### src/rtl/ils_pkg.sv
// ils_pkg: shared constants, codes and types for the indexed list store.
// Used by ils_pos_resolve and indexed_list_store_top; depends on nothing.
`default_nettype none

package ils_pkg;

    localparam int CAPACITY = 16;
    localparam int CNT_W    = $clog2(CAPACITY + 1);
    localparam int IDX_W    = $clog2(CAPACITY);
    localparam int POS_W    = 5;
    localparam int VAL_W    = 32;
    localparam int KIND_W   = 3;
    localparam int STAT_W   = 2;
    // width that holds both a position magnitude and the entry count
    localparam int RW       = (CNT_W > POS_W) ? CNT_W + 1 : POS_W + 1;

    localparam logic [KIND_W-1:0] KIND_APPEND = 3'd0;
    localparam logic [KIND_W-1:0] KIND_REMOVE = 3'd1;
    localparam logic [KIND_W-1:0] KIND_READ   = 3'd2;
    localparam logic [KIND_W-1:0] KIND_FIND   = 3'd3;
    localparam logic [KIND_W-1:0] KIND_CLEAR  = 3'd4;

    localparam logic [STAT_W-1:0] STAT_OK    = 2'd0;
    localparam logic [STAT_W-1:0] STAT_FULL  = 2'd1;
    localparam logic [STAT_W-1:0] STAT_RANGE = 2'd2;

    localparam logic [POS_W-1:0] POS_NONE = '1;

    typedef enum logic [1:0] {
        ST_IDLE,
        ST_READ,
        ST_REMOVE,
        ST_FIND
    } ils_state_t;

    typedef struct packed {
        logic             valid;
        logic [IDX_W-1:0] where;
    } ils_pos_t;

endpackage

`default_nettype wire

### src/rtl/indexed_list_store_top.sv
// indexed_list_store_top: bounded list of 32-bit words with append, indexed
// remove and read, linear find and clear. Depends on ils_pkg, ils_pos_resolve.
//
// A request is taken when start is high and busy is low; its result appears
// for one cycle with done high, and the receiver cannot stall it. Entries sit
// in a 16-word memory with one write and one registered read port, and remove
// and find walk it one entry per cycle. Append, clear, unused kinds and
// rejected requests give done on the next cycle and never raise busy. Read
// holds busy for its registered memory read. Remove holds busy while later
// entries shift down; find holds busy until the first match or the end of
// the list. busy falls in the cycle done rises, so a new request may be
// issued against the strobe.
`default_nettype none

module indexed_list_store_top
    import ils_pkg::*;
(
    input  wire logic                     clk,
    input  wire logic                     rst_n,
    input  wire logic                     start,
    input  wire logic        [KIND_W-1:0] kind,
    input  wire logic signed [POS_W-1:0]  position_arg,
    input  wire logic signed [VAL_W-1:0]  value_arg,
    output logic                          busy,
    output logic                          done,
    output logic             [STAT_W-1:0] status,
    output logic signed      [VAL_W-1:0]  read_value,
    output logic signed      [POS_W-1:0]  found_position,
    output logic             [POS_W-1:0]  entry_count
);

    ils_state_t        state_reg, state_next;
    logic [CNT_W-1:0]  count_reg, count_next;
    logic [CNT_W-1:0]  ptr_reg, ptr_next;
    logic              pend_reg, pend_next;
    logic [IDX_W-1:0]  paddr_reg, paddr_next;
    logic [VAL_W-1:0]  key_reg, key_next;
    logic              done_reg, done_next;
    logic [STAT_W-1:0] status_reg, status_next;
    logic [VAL_W-1:0]  rval_reg, rval_next;
    logic [POS_W-1:0]  found_reg, found_next;
    logic [VAL_W-1:0]  rdata_reg;

    logic [VAL_W-1:0]  mem [CAPACITY];
    logic              mem_we;
    logic [IDX_W-1:0]  mem_waddr;
    logic [VAL_W-1:0]  mem_wdata;
    logic              mem_re;
    logic [IDX_W-1:0]  mem_raddr;

    ils_pos_t          pos;
    logic              accept;
    logic              last;
    logic              hit;

    ils_pos_resolve u_pos
    (
        .position (position_arg),
        .count    (count_reg),
        .res      (pos)
    );

    assign busy   = (state_reg != ST_IDLE);
    assign accept = start && !busy;
    assign last   = (ptr_reg >= count_reg);
    // compare unit for find
    assign hit    = pend_reg && (rdata_reg == key_reg);

    assign done           = done_reg;
    assign status         = status_reg;
    assign read_value     = rval_reg;
    assign found_position = found_reg;
    assign entry_count    = POS_W'(count_reg);

    always_comb
    begin
        state_next = state_reg;
        unique case (state_reg)
            ST_IDLE:
            begin
                if (accept)
                begin
                    unique case (kind)
                        KIND_REMOVE: if (pos.valid) state_next = ST_REMOVE;
                        KIND_READ:   if (pos.valid) state_next = ST_READ;
                        KIND_FIND:   state_next = ST_FIND;
                        default:     state_next = ST_IDLE;
                    endcase
                end
            end
            ST_READ:   state_next = ST_IDLE;
            ST_REMOVE: if (last) state_next = ST_IDLE;
            ST_FIND:   if (hit || last) state_next = ST_IDLE;
            default:   state_next = ST_IDLE;
        endcase
    end

    always_comb
    begin
        count_next  = count_reg;
        ptr_next    = ptr_reg;
        pend_next   = pend_reg;
        paddr_next  = paddr_reg;
        key_next    = key_reg;
        done_next   = 1'b0;
        status_next = status_reg;
        rval_next   = rval_reg;
        found_next  = found_reg;
        mem_we      = 1'b0;
        mem_waddr   = IDX_W'(count_reg);
        mem_wdata   = value_arg;
        mem_re      = 1'b0;
        mem_raddr   = pos.where;

        unique case (state_reg)
            ST_IDLE:
            begin
                if (accept)
                begin
                    key_next    = value_arg;
                    status_next = STAT_OK;
                    rval_next   = '0;
                    found_next  = '0;
                    pend_next   = 1'b0;
                    unique case (kind)
                        KIND_APPEND:
                        begin
                            done_next = 1'b1;
                            if (count_reg >= CNT_W'(CAPACITY))
                            begin
                                status_next = STAT_FULL;
                            end
                            else
                            begin
                                mem_we     = 1'b1;
                                count_next = CNT_W'(count_reg + 1'b1);
                            end
                        end
                        KIND_REMOVE:
                        begin
                            if (!pos.valid)
                            begin
                                status_next = STAT_RANGE;
                                done_next   = 1'b1;
                            end
                            ptr_next = CNT_W'(CNT_W'(pos.where) + 1'b1);
                        end
                        KIND_READ:
                        begin
                            if (!pos.valid)
                            begin
                                status_next = STAT_RANGE;
                                done_next   = 1'b1;
                            end
                            else
                            begin
                                mem_re = 1'b1;
                            end
                        end
                        KIND_FIND:
                        begin
                            ptr_next   = '0;
                            found_next = POS_NONE;
                        end
                        KIND_CLEAR:
                        begin
                            count_next = '0;
                            done_next  = 1'b1;
                        end
                        default: done_next = 1'b1;
                    endcase
                end
            end
            ST_READ:
            begin
                rval_next = rdata_reg;
                done_next = 1'b1;
            end
            ST_REMOVE:
            begin
                // entry read last cycle moves down one slot
                mem_we    = pend_reg;
                mem_waddr = IDX_W'(paddr_reg - 1'b1);
                mem_wdata = rdata_reg;
                if (!last)
                begin
                    mem_re     = 1'b1;
                    mem_raddr  = IDX_W'(ptr_reg);
                    pend_next  = 1'b1;
                    paddr_next = IDX_W'(ptr_reg);
                    ptr_next   = CNT_W'(ptr_reg + 1'b1);
                end
                else
                begin
                    pend_next  = 1'b0;
                    count_next = CNT_W'(count_reg - 1'b1);
                    done_next  = 1'b1;
                end
            end
            ST_FIND:
            begin
                if (hit)
                begin
                    found_next = POS_W'(paddr_reg);
                    pend_next  = 1'b0;
                    done_next  = 1'b1;
                end
                else if (last)
                begin
                    pend_next = 1'b0;
                    done_next = 1'b1;
                end
                else
                begin
                    mem_re     = 1'b1;
                    mem_raddr  = IDX_W'(ptr_reg);
                    pend_next  = 1'b1;
                    paddr_next = IDX_W'(ptr_reg);
                    ptr_next   = CNT_W'(ptr_reg + 1'b1);
                end
            end
            default:
            begin
                done_next = 1'b0;
            end
        endcase
    end

    always_ff @(posedge clk or negedge rst_n)
    begin
        if (!rst_n)
        begin
            state_reg <= ST_IDLE;
            count_reg <= '0;
            ptr_reg   <= '0;
            pend_reg  <= 1'b0;
            done_reg  <= 1'b0;
        end
        else
        begin
            state_reg <= state_next;
            count_reg <= count_next;
            ptr_reg   <= ptr_next;
            pend_reg  <= pend_next;
            done_reg  <= done_next;
        end
    end

    always_ff @(posedge clk)
    begin
        paddr_reg  <= paddr_next;
        key_reg    <= key_next;
        status_reg <= status_next;
        rval_reg   <= rval_next;
        found_reg  <= found_next;
    end

    always_ff @(posedge clk)
    begin
        if (mem_we)
        begin
            mem[mem_waddr] <= mem_wdata;
        end
        if (mem_re)
        begin
            rdata_reg <= mem[mem_raddr];
        end
    end

    a_done_has_cause: assert property (@(posedge clk) disable iff (!rst_n)
        done_reg |-> $past(busy) || $past(accept))
        else $error("done without a request");

    a_count_bound: assert property (@(posedge clk) disable iff (!rst_n)
        count_reg <= CNT_W'(CAPACITY))
        else $error("entry count beyond capacity");

    a_count_with_done: assert property (@(posedge clk) disable iff (!rst_n)
        !$stable(count_reg) |-> done_reg)
        else $error("entry count changed without a result");

    a_hit_ends_find: assert property (@(posedge clk) disable iff (!rst_n)
        (state_reg == ST_FIND && hit) |=> done_reg && state_reg == ST_IDLE)
        else $error("find did not stop at match");

    a_remove_write_below: assert property (@(posedge clk) disable iff (!rst_n)
        (state_reg == ST_REMOVE && mem_we) |-> CNT_W'(mem_waddr) < count_reg)
        else $error("remove shift writes past the list end");

endmodule

`default_nettype wire

### src/rtl/ils_pos_resolve.sv
// ils_pos_resolve: maps a signed position onto an entry index and checks
// it against the current entry count. Depends on ils_pkg.
`default_nettype none

module ils_pos_resolve
    import ils_pkg::*;
(
    input  wire logic signed [POS_W-1:0] position,
    input  wire logic        [CNT_W-1:0] count,
    output ils_pos_t                     res
);

    logic [RW-1:0] bits_w;
    logic [RW-1:0] cnt_w;
    logic [RW-1:0] back_w;

    assign bits_w = RW'(unsigned'(position));
    assign cnt_w  = RW'(count);
    assign back_w = RW'(1 << POS_W) - bits_w;

    always_comb
    begin
        if (position[POS_W-1])
        begin
            res.valid = (back_w <= cnt_w);
            res.where = IDX_W'(cnt_w - back_w);
        end
        else
        begin
            res.valid = (bits_w < cnt_w);
            res.where = IDX_W'(bits_w);
        end
    end

endmodule

`default_nettype wire

### config.mk
export PLATFORM = sky130hd
export DESIGN_NAME = indexed_list_store_top
export DESIGN_NICKNAME = d
export VERILOG_FILES = /design/src/rtl/ils_pkg.sv /design/src/rtl/indexed_list_store_top.sv /design/src/rtl/ils_pos_resolve.sv
export SDC_FILE = /design/constraint.sdc
export NUM_CORES = 1
export LEC_CHECK = 0
export CAP_MARGIN = 15
export CORE_MARGIN = 2
export CORE_UTILIZATION = 30
export DETAILED_ROUTE_END_ITERATION = 12
export DONT_BUFFER_PORTS = 1
export GPL_TIMING_DRIVEN = 0
export PLACE_DENSITY = 0.48
export SYNTH_ARGS = -nofsm -noshare
export SYNTH_HDL_FRONTEND = slang
export SYNTH_SLANG_ARGS = --single-unit
### constraint.sdc
create_clock -name clk -period 3.9 [get_ports clk]
set_input_delay 0.195 -clock clk [delete_from_list [all_inputs] [get_ports clk]]
set_output_delay 0.195 -clock clk [all_outputs]
set_load 0.01 [all_outputs]
After elaboration in Yosys (flattened, before gate mapping)
Memories as Yosys holds them, arrays and structs flattened. A register that Yosys moved wholly into a read port is not among the register bits.
Index checks and enable logic that the tools add are counted.
- order comparisons: 4
- equality and inequality tests: 18
- reductions and logical operators: 21
- mux-type cells: 55
- add/sub/neg operators: 7
- operator list (operator ; number):
    $mux W32 ; 2
    $pmux W32 S2 ; 1
    $mux W5 ; 10
    $pmux W5 S2 ; 4
    $eq A32 B32 Y1 ; 1
    $mux W4 ; 5
    $mux W1 ; 16
    $pmux W4 S2 ; 2
    $pmux W5 S3 ; 1
    $mux W2 ; 6
    $add A5 B1 Y5 const B ; 2
    $ne A2 B2 Y1 const B ; 5
    $reduce_and A5 Y1 ; 2
    $reduce_bool A2 Y1 ; 5
    $ne A3 B3 Y1 const B ; 3
    $pmux W2 S4 ; 1
    $reduce_and A2 Y1 ; 4
    $eq A3 B2 Y1 const B ; 2
    $le A6 B5 Y1 ; 1
    $ne A3 B1 Y1 const B ; 2
    $pmux W1 S3 ; 2
    $pmux W2 S3 ; 1
    $sub A6 B5 Y6 const A ; 1
    $add A4 B1 Y5 const B ; 1
    other kinds (22) ; 25
- logic and storage cells: 116
- memories: 1
- bits in writable memories: 512
- bits in registers: 89
- memory list (name ; words ; bits a word ; rd ports ; clocked after memory_dff ; write ports ; line ; source):
    mem ; 16 ; 32 ; 1 ; 1 ; 1 ; indexed_list_store_top.sv:44 ; logic [VAL_W-1:0] mem [CAPACITY];

Logic depth before layout (Yosys ltp)
- depth in word-level cells: 7
- gate-level depth with buffers: 14
- gate-level depth less buffers: 12

Hierarchy
Synthesis repeated with hierarchy kept, for this count alone.
- cell total of the unflattened synthesis: 1548
- area, all modules: 25406.9 µm²
- by module, submodules not included (module ; instances ; sequential area each (µm²) ; cells an instance ; area an instance (µm²)):
    indexed_list_store_top ; 1 ; 18938.2 ; 1492 ; 24991.5
    ils_pos_resolve ; 1 ; 0.0 ; 56 ; 415.4

Worst setup path before layout
OpenSTA, ideal clock, no wires.
- kind: reg2reg
- start: register ptr_reg[0]
- end: register rdata_reg[30], read port of mem, data pin
- data arrival time: 3.519 ns
- path slack: 0.109 ns
- clock period less this slack: 3.791 ns
- setup time: 0.272 ns
- cell stages (with the launch flop): 15
- path through: dfrtp_1 -> clkbuf_1 -> inv_1 -> ha_1 -> nand2b_1 -> a211oi_1 -> o21bai_1 -> a21o_1 -> a211o_2 -> mux2i_1 -> clkbuf_1 -> buf_2 -> mux2i_1 -> o22ai_1 -> or4_1
- longest elaborated chain between the ends: 4
- elaborated cells between the ends (all ways): 7
- those cells by class: order compare: 1; mux: 6
- RTL lines (element ; line ; source):
    from (decl) ; indexed_list_store_top.sv:34 ; logic [CNT_W-1:0] ptr_reg, ptr_next;
    from (signal assigned) ; indexed_list_store_top.sv:243 ; ptr_reg <= ptr_next;
    $ge A5 B5 Y1 ; indexed_list_store_top.sv:65 ; assign last = (ptr_reg >= count_reg);
    $mux W1 or $mux W4 (tied branches) ; indexed_list_store_top.sv:185, indexed_list_store_top.sv:208 ;
    $mux W1 or $mux W4 (tied branches) ; indexed_list_store_top.sv:202 ; if (hit)
    $pmux W1 S3 or $pmux W4 S2 (tied branches) ; indexed_list_store_top.sv:115 ; unique case (state_reg)
    to (decl) ; indexed_list_store_top.sv:42 ; logic [VAL_W-1:0] rdata_reg;
Several ways; a longest one is shown, not always the timed one.
A chain may end at the register's enable or synchronous reset.

Worst setup path in the final report
- start: register key_reg[15]
- end: register rdata_reg[29], read port of mem, data pin
- longest elaborated chain between the ends: 4
- elaborated cells between the ends (all ways): 6
- those cells by class: eq/ne: 1; mux: 4; reduce/logical: 1
- RTL lines (element ; line ; source):
    from (decl) ; indexed_list_store_top.sv:37 ; logic [VAL_W-1:0] key_reg, key_next;
    from (signal assigned) ; indexed_list_store_top.sv:252 ; key_reg <= key_next;
    $eq A32 B32 Y1 * ; indexed_list_store_top.sv:67 ; assign hit = pend_reg && (rdata_reg == key_reg);
    $logic_and A1 B1 Y1 * ; indexed_list_store_top.sv:67 ;
    $mux W1 or $mux W4 (tied branches) ; indexed_list_store_top.sv:202 ;
    $pmux W1 S3 or $pmux W4 S2 (tied branches) ; indexed_list_store_top.sv:115 ;
Mark *: on every way between the ends. The rest lies on a longest branch, timed or not.

==> summary.txt <==
Area contributors post-synth = edfxtp_1 (73%), mux2i_1 (10%), o22ai_1 (3.2%), nand2_1 (1.9%), dfrtp_1 (1.4%)
Vias per cell = 4.94
LEAKAGE = 10.7 nW
Final setup fails = 32
Synth unique cells = 57
Ys Warns = 0
CP startpoint kind = flip-flop
Fin crit period = 4.04 ns
Nets = 1,753
Initial DRC Count = 1,208
Syn Area/Cell = 16.5 µm²
Area delta synth->final = 21.8%
Clock tree buffer depth = 3
Sequential share of power = 38.5%
Core Area = 83,700 µm²
Slowest-stage cell, CP = or4_1
Register bit total from synthesis = 633
Clock share of power = 27.1%
Antenna diode count = 0
Die area = 86,800 µm²
Kind of critical path = flip-flop to flip-flop
Violated checks = setup timing
P_sw = 8.47 mW
Global-route usage over all layers = 17.3%
Clock Skew = 0.0286 ns
# port buffers = 0
Clock latency on the worst-skew pair = 0.62 ns
DRC viols = 0
Register area share after synthesis = 74.7%
Hold_ws = 0.0459 ns
Worst Tran Pin Value = 1.05 ns
Dpl hpwl = 47.5 mm
Peak VDD IR = 0.000437 V
Cell Area, Placed = 27,400 µm²
Post-synth EDFFs = 619
First-pass GRT wire length = 105 mm
Clock transition at path regs = 0.07 ns
Switching share of power = 34.7%
Number of max-cap violations = 0
Via Count = 14.2k
RSZ-0062 raised after global routing = yes
Largest net degree at the start of global routing = 27
Starting Density = 30.3%
Final wirelength = 74.8 mm
Async SR Flop Fraction = 2.21%
Final Slew Violations = 0
Max FFs per register = 512
Number of global-route vias before repair = 14.2k
Area share of the largest cell type after synthesis = 73.4%
DIE HEIGHT = 295 µm
Combinational Power Share = 34.5%
Syn nets = 1,606
Max incr delay on CP = 0.54 ns
FF-to-FF setup slack = -0.14 ns
Post-Layout Inst Area = 30,900 µm²
Slew margin rel. = 29.6%
Layout cells sized above 1 = 14.4%
Synth Flop Type = edfxtp_1
Hold crit path type = input port to flip-flop
Top reg by flops = mem
Worst Path Required = 4.23 ns
Cells along the critical path = xor2_2 > nor4_4 > nand4_1 > nor3_4 > a211o_4 > mux2i_4 > buf_12 > buf_12 > buf_12 > mux2i_1 > o22ai_1 > or4_1
Endpoint class of the critical path = flip-flop
Netlist Area Pre-Place = 25,300 µm²
H-tree levels = 3
Initial antenna violation count = 2
GRT overflow = 0
Drt first pass iters = 5
Die extent in x = 295 µm
Row cnt = 106
Num ports = 89
Synth area leader = edfxtp_1
Power Density = 791 nW/µm²
Routed Antenna Nets = 0
Syn Inst Count = 1,539
Worst setup margin = -0.141 ns
CP Max Fanout = 10
CP most frequent cell = buf_12
Routability cong. = 0.782
Int Pwr = 15.9 mW
Fmax achieved = 247 MHz
CTS root buf = clkbuf_16
CTS tree = done
Status = finished with violations
Final worst-path cycle share = 104%
Routed WL per cell = 26.0 µm
TritonCTS Buffers = 69
Worst endpoint data arrival time = 4.37 ns
Setup Total Neg Slack = -2.59 ns
Clock sinks = 633
Final core utilization = 36.9%
Fin. Hold Viols = 0
## kinds of logic (layout without fill, tap and decap cells)
group / after synthesis / count (layout) / share of synthesized area (%)
xor+xnor: 42 / 42 / 1.45
simple gates: 274 / 274 / 5.40
flops: 633 / 633 / 74.7
mux: 261 / 261 / 10.3
buf+inv: 100 / 302 / 1.67
compound gates: 205 / 205 / 5.19
fa+ha+maj: 24 / 24 / 1.21
## synth_stat cells (20+ instances only)
library cell	count
edfxtp_1	619
buf_2	35
nor2_1	27
xor2_1	31
or4_1	32
and2_1	33
inv_1	26
a21oi_1	20
mux2i_1	259
ha_1	23
clkbuf_1	34
nand2_1	126
o22ai_1	131
## metrics by stage
stage / power, mW / cells / worst slack, ns
after detailed placement: 16.9 / 2697 / -1.60
final: 24.4 / 2875 / -0.141
after floorplan: 13.9 / 1539 / 0.109
after CTS: 24.5 / 2872 / -0.123
after global routing: 25.5 / 2875 / -0.209
after global placement: 16.7 / 2673 / -1.94
## worst max-delay path: cells and delay by family (launching register included)
family | cells | cell delay (ns)
simple gates | 4 | 1.67
mux | 2 | 0.49
flops | 1 | 0.41
xor+xnor | 1 | 0.27
buf+inv | 3 | 0.51
compound gates | 2 | 0.35
## path summary, 6_finish.rpt
kind                                   from             end  depth (start not counted)
worst min-delay path                kind[0]    state_reg[1]                          3
max in group asynchronous             rst_n  entry_count[1]                          1
worst min register to register   ptr_reg[3]    paddr_reg[3]                          0
worst max-delay path            key_reg[15]   rdata_reg[29]                         12
worst max register to register  key_reg[15]   rdata_reg[29]                         12
min in group asynchronous             rst_n    state_reg[1]                          1
## power groups by stage
stage / clock [mW] / sequential, mW / combinational (mW)
5_1_grt: 7.00 / 9.45 / 9.00
2_1_floorplan: 0 / 9.34 / 4.52
4_1_cts: 6.73 / 9.40 / 8.32
3_5_place_dp: 0 / 9.53 / 7.39
6_report: 6.60 / 9.39 / 8.42
3_3_place_gp: 0 / 9.56 / 7.12
## layout by cell type (no fill, tap or decap), types with 23 or more instances in the layout
| cell type | netlist | final |
|---|---|---|
| clkbuf_1 | 34 | 24 |
| mux2i_1 | 259 | 254 |
| clkbuf_16 | 0 | 72 |
| nand2_1 | 126 | 125 |
| or4_1 | 32 | 31 |
| o22ai_1 | 131 | 131 |
| xor2_1 | 31 | 28 |
| dlygate4sd3_1 | 0 | 38 |
| ha_1 | 23 | 23 |
| inv_1 | 26 | 25 |
| and2_1 | 33 | 33 |
| buf_12 | 0 | 36 |
| edfxtp_1 | 619 | 619 |
## cell type report
cell class                 count  area (µm²)
buffer                        73         786
clock buffer                  79        1810
clock inverter                47         468
fill                        7808       52800
inverter                      27         101
multi-input combinational    806        6310
sequential                   633       18900
tap                         1134        1420
timing repair buffer          76        1040
## repair_timing
item | CTS | global route
setup endpoints to repair | 49 | 49
hold buffers | 38 | 0
pin swaps | 6 | 5
resized for setup | 156 | 22
hold endpoints to repair | 53 | 0
buffers inserted | 11 | 3
## layer usage
metal  GRT usage (%)  share of wire (%)  up-vias
li1                -                  -     6316
met1            22.8                 43     7331
met2            28.6                 48      454
met3            3.61                6.5       92
met4            5.08                2.2        0
met5               0                  0        -
Power figures use the tool's default switching activity.
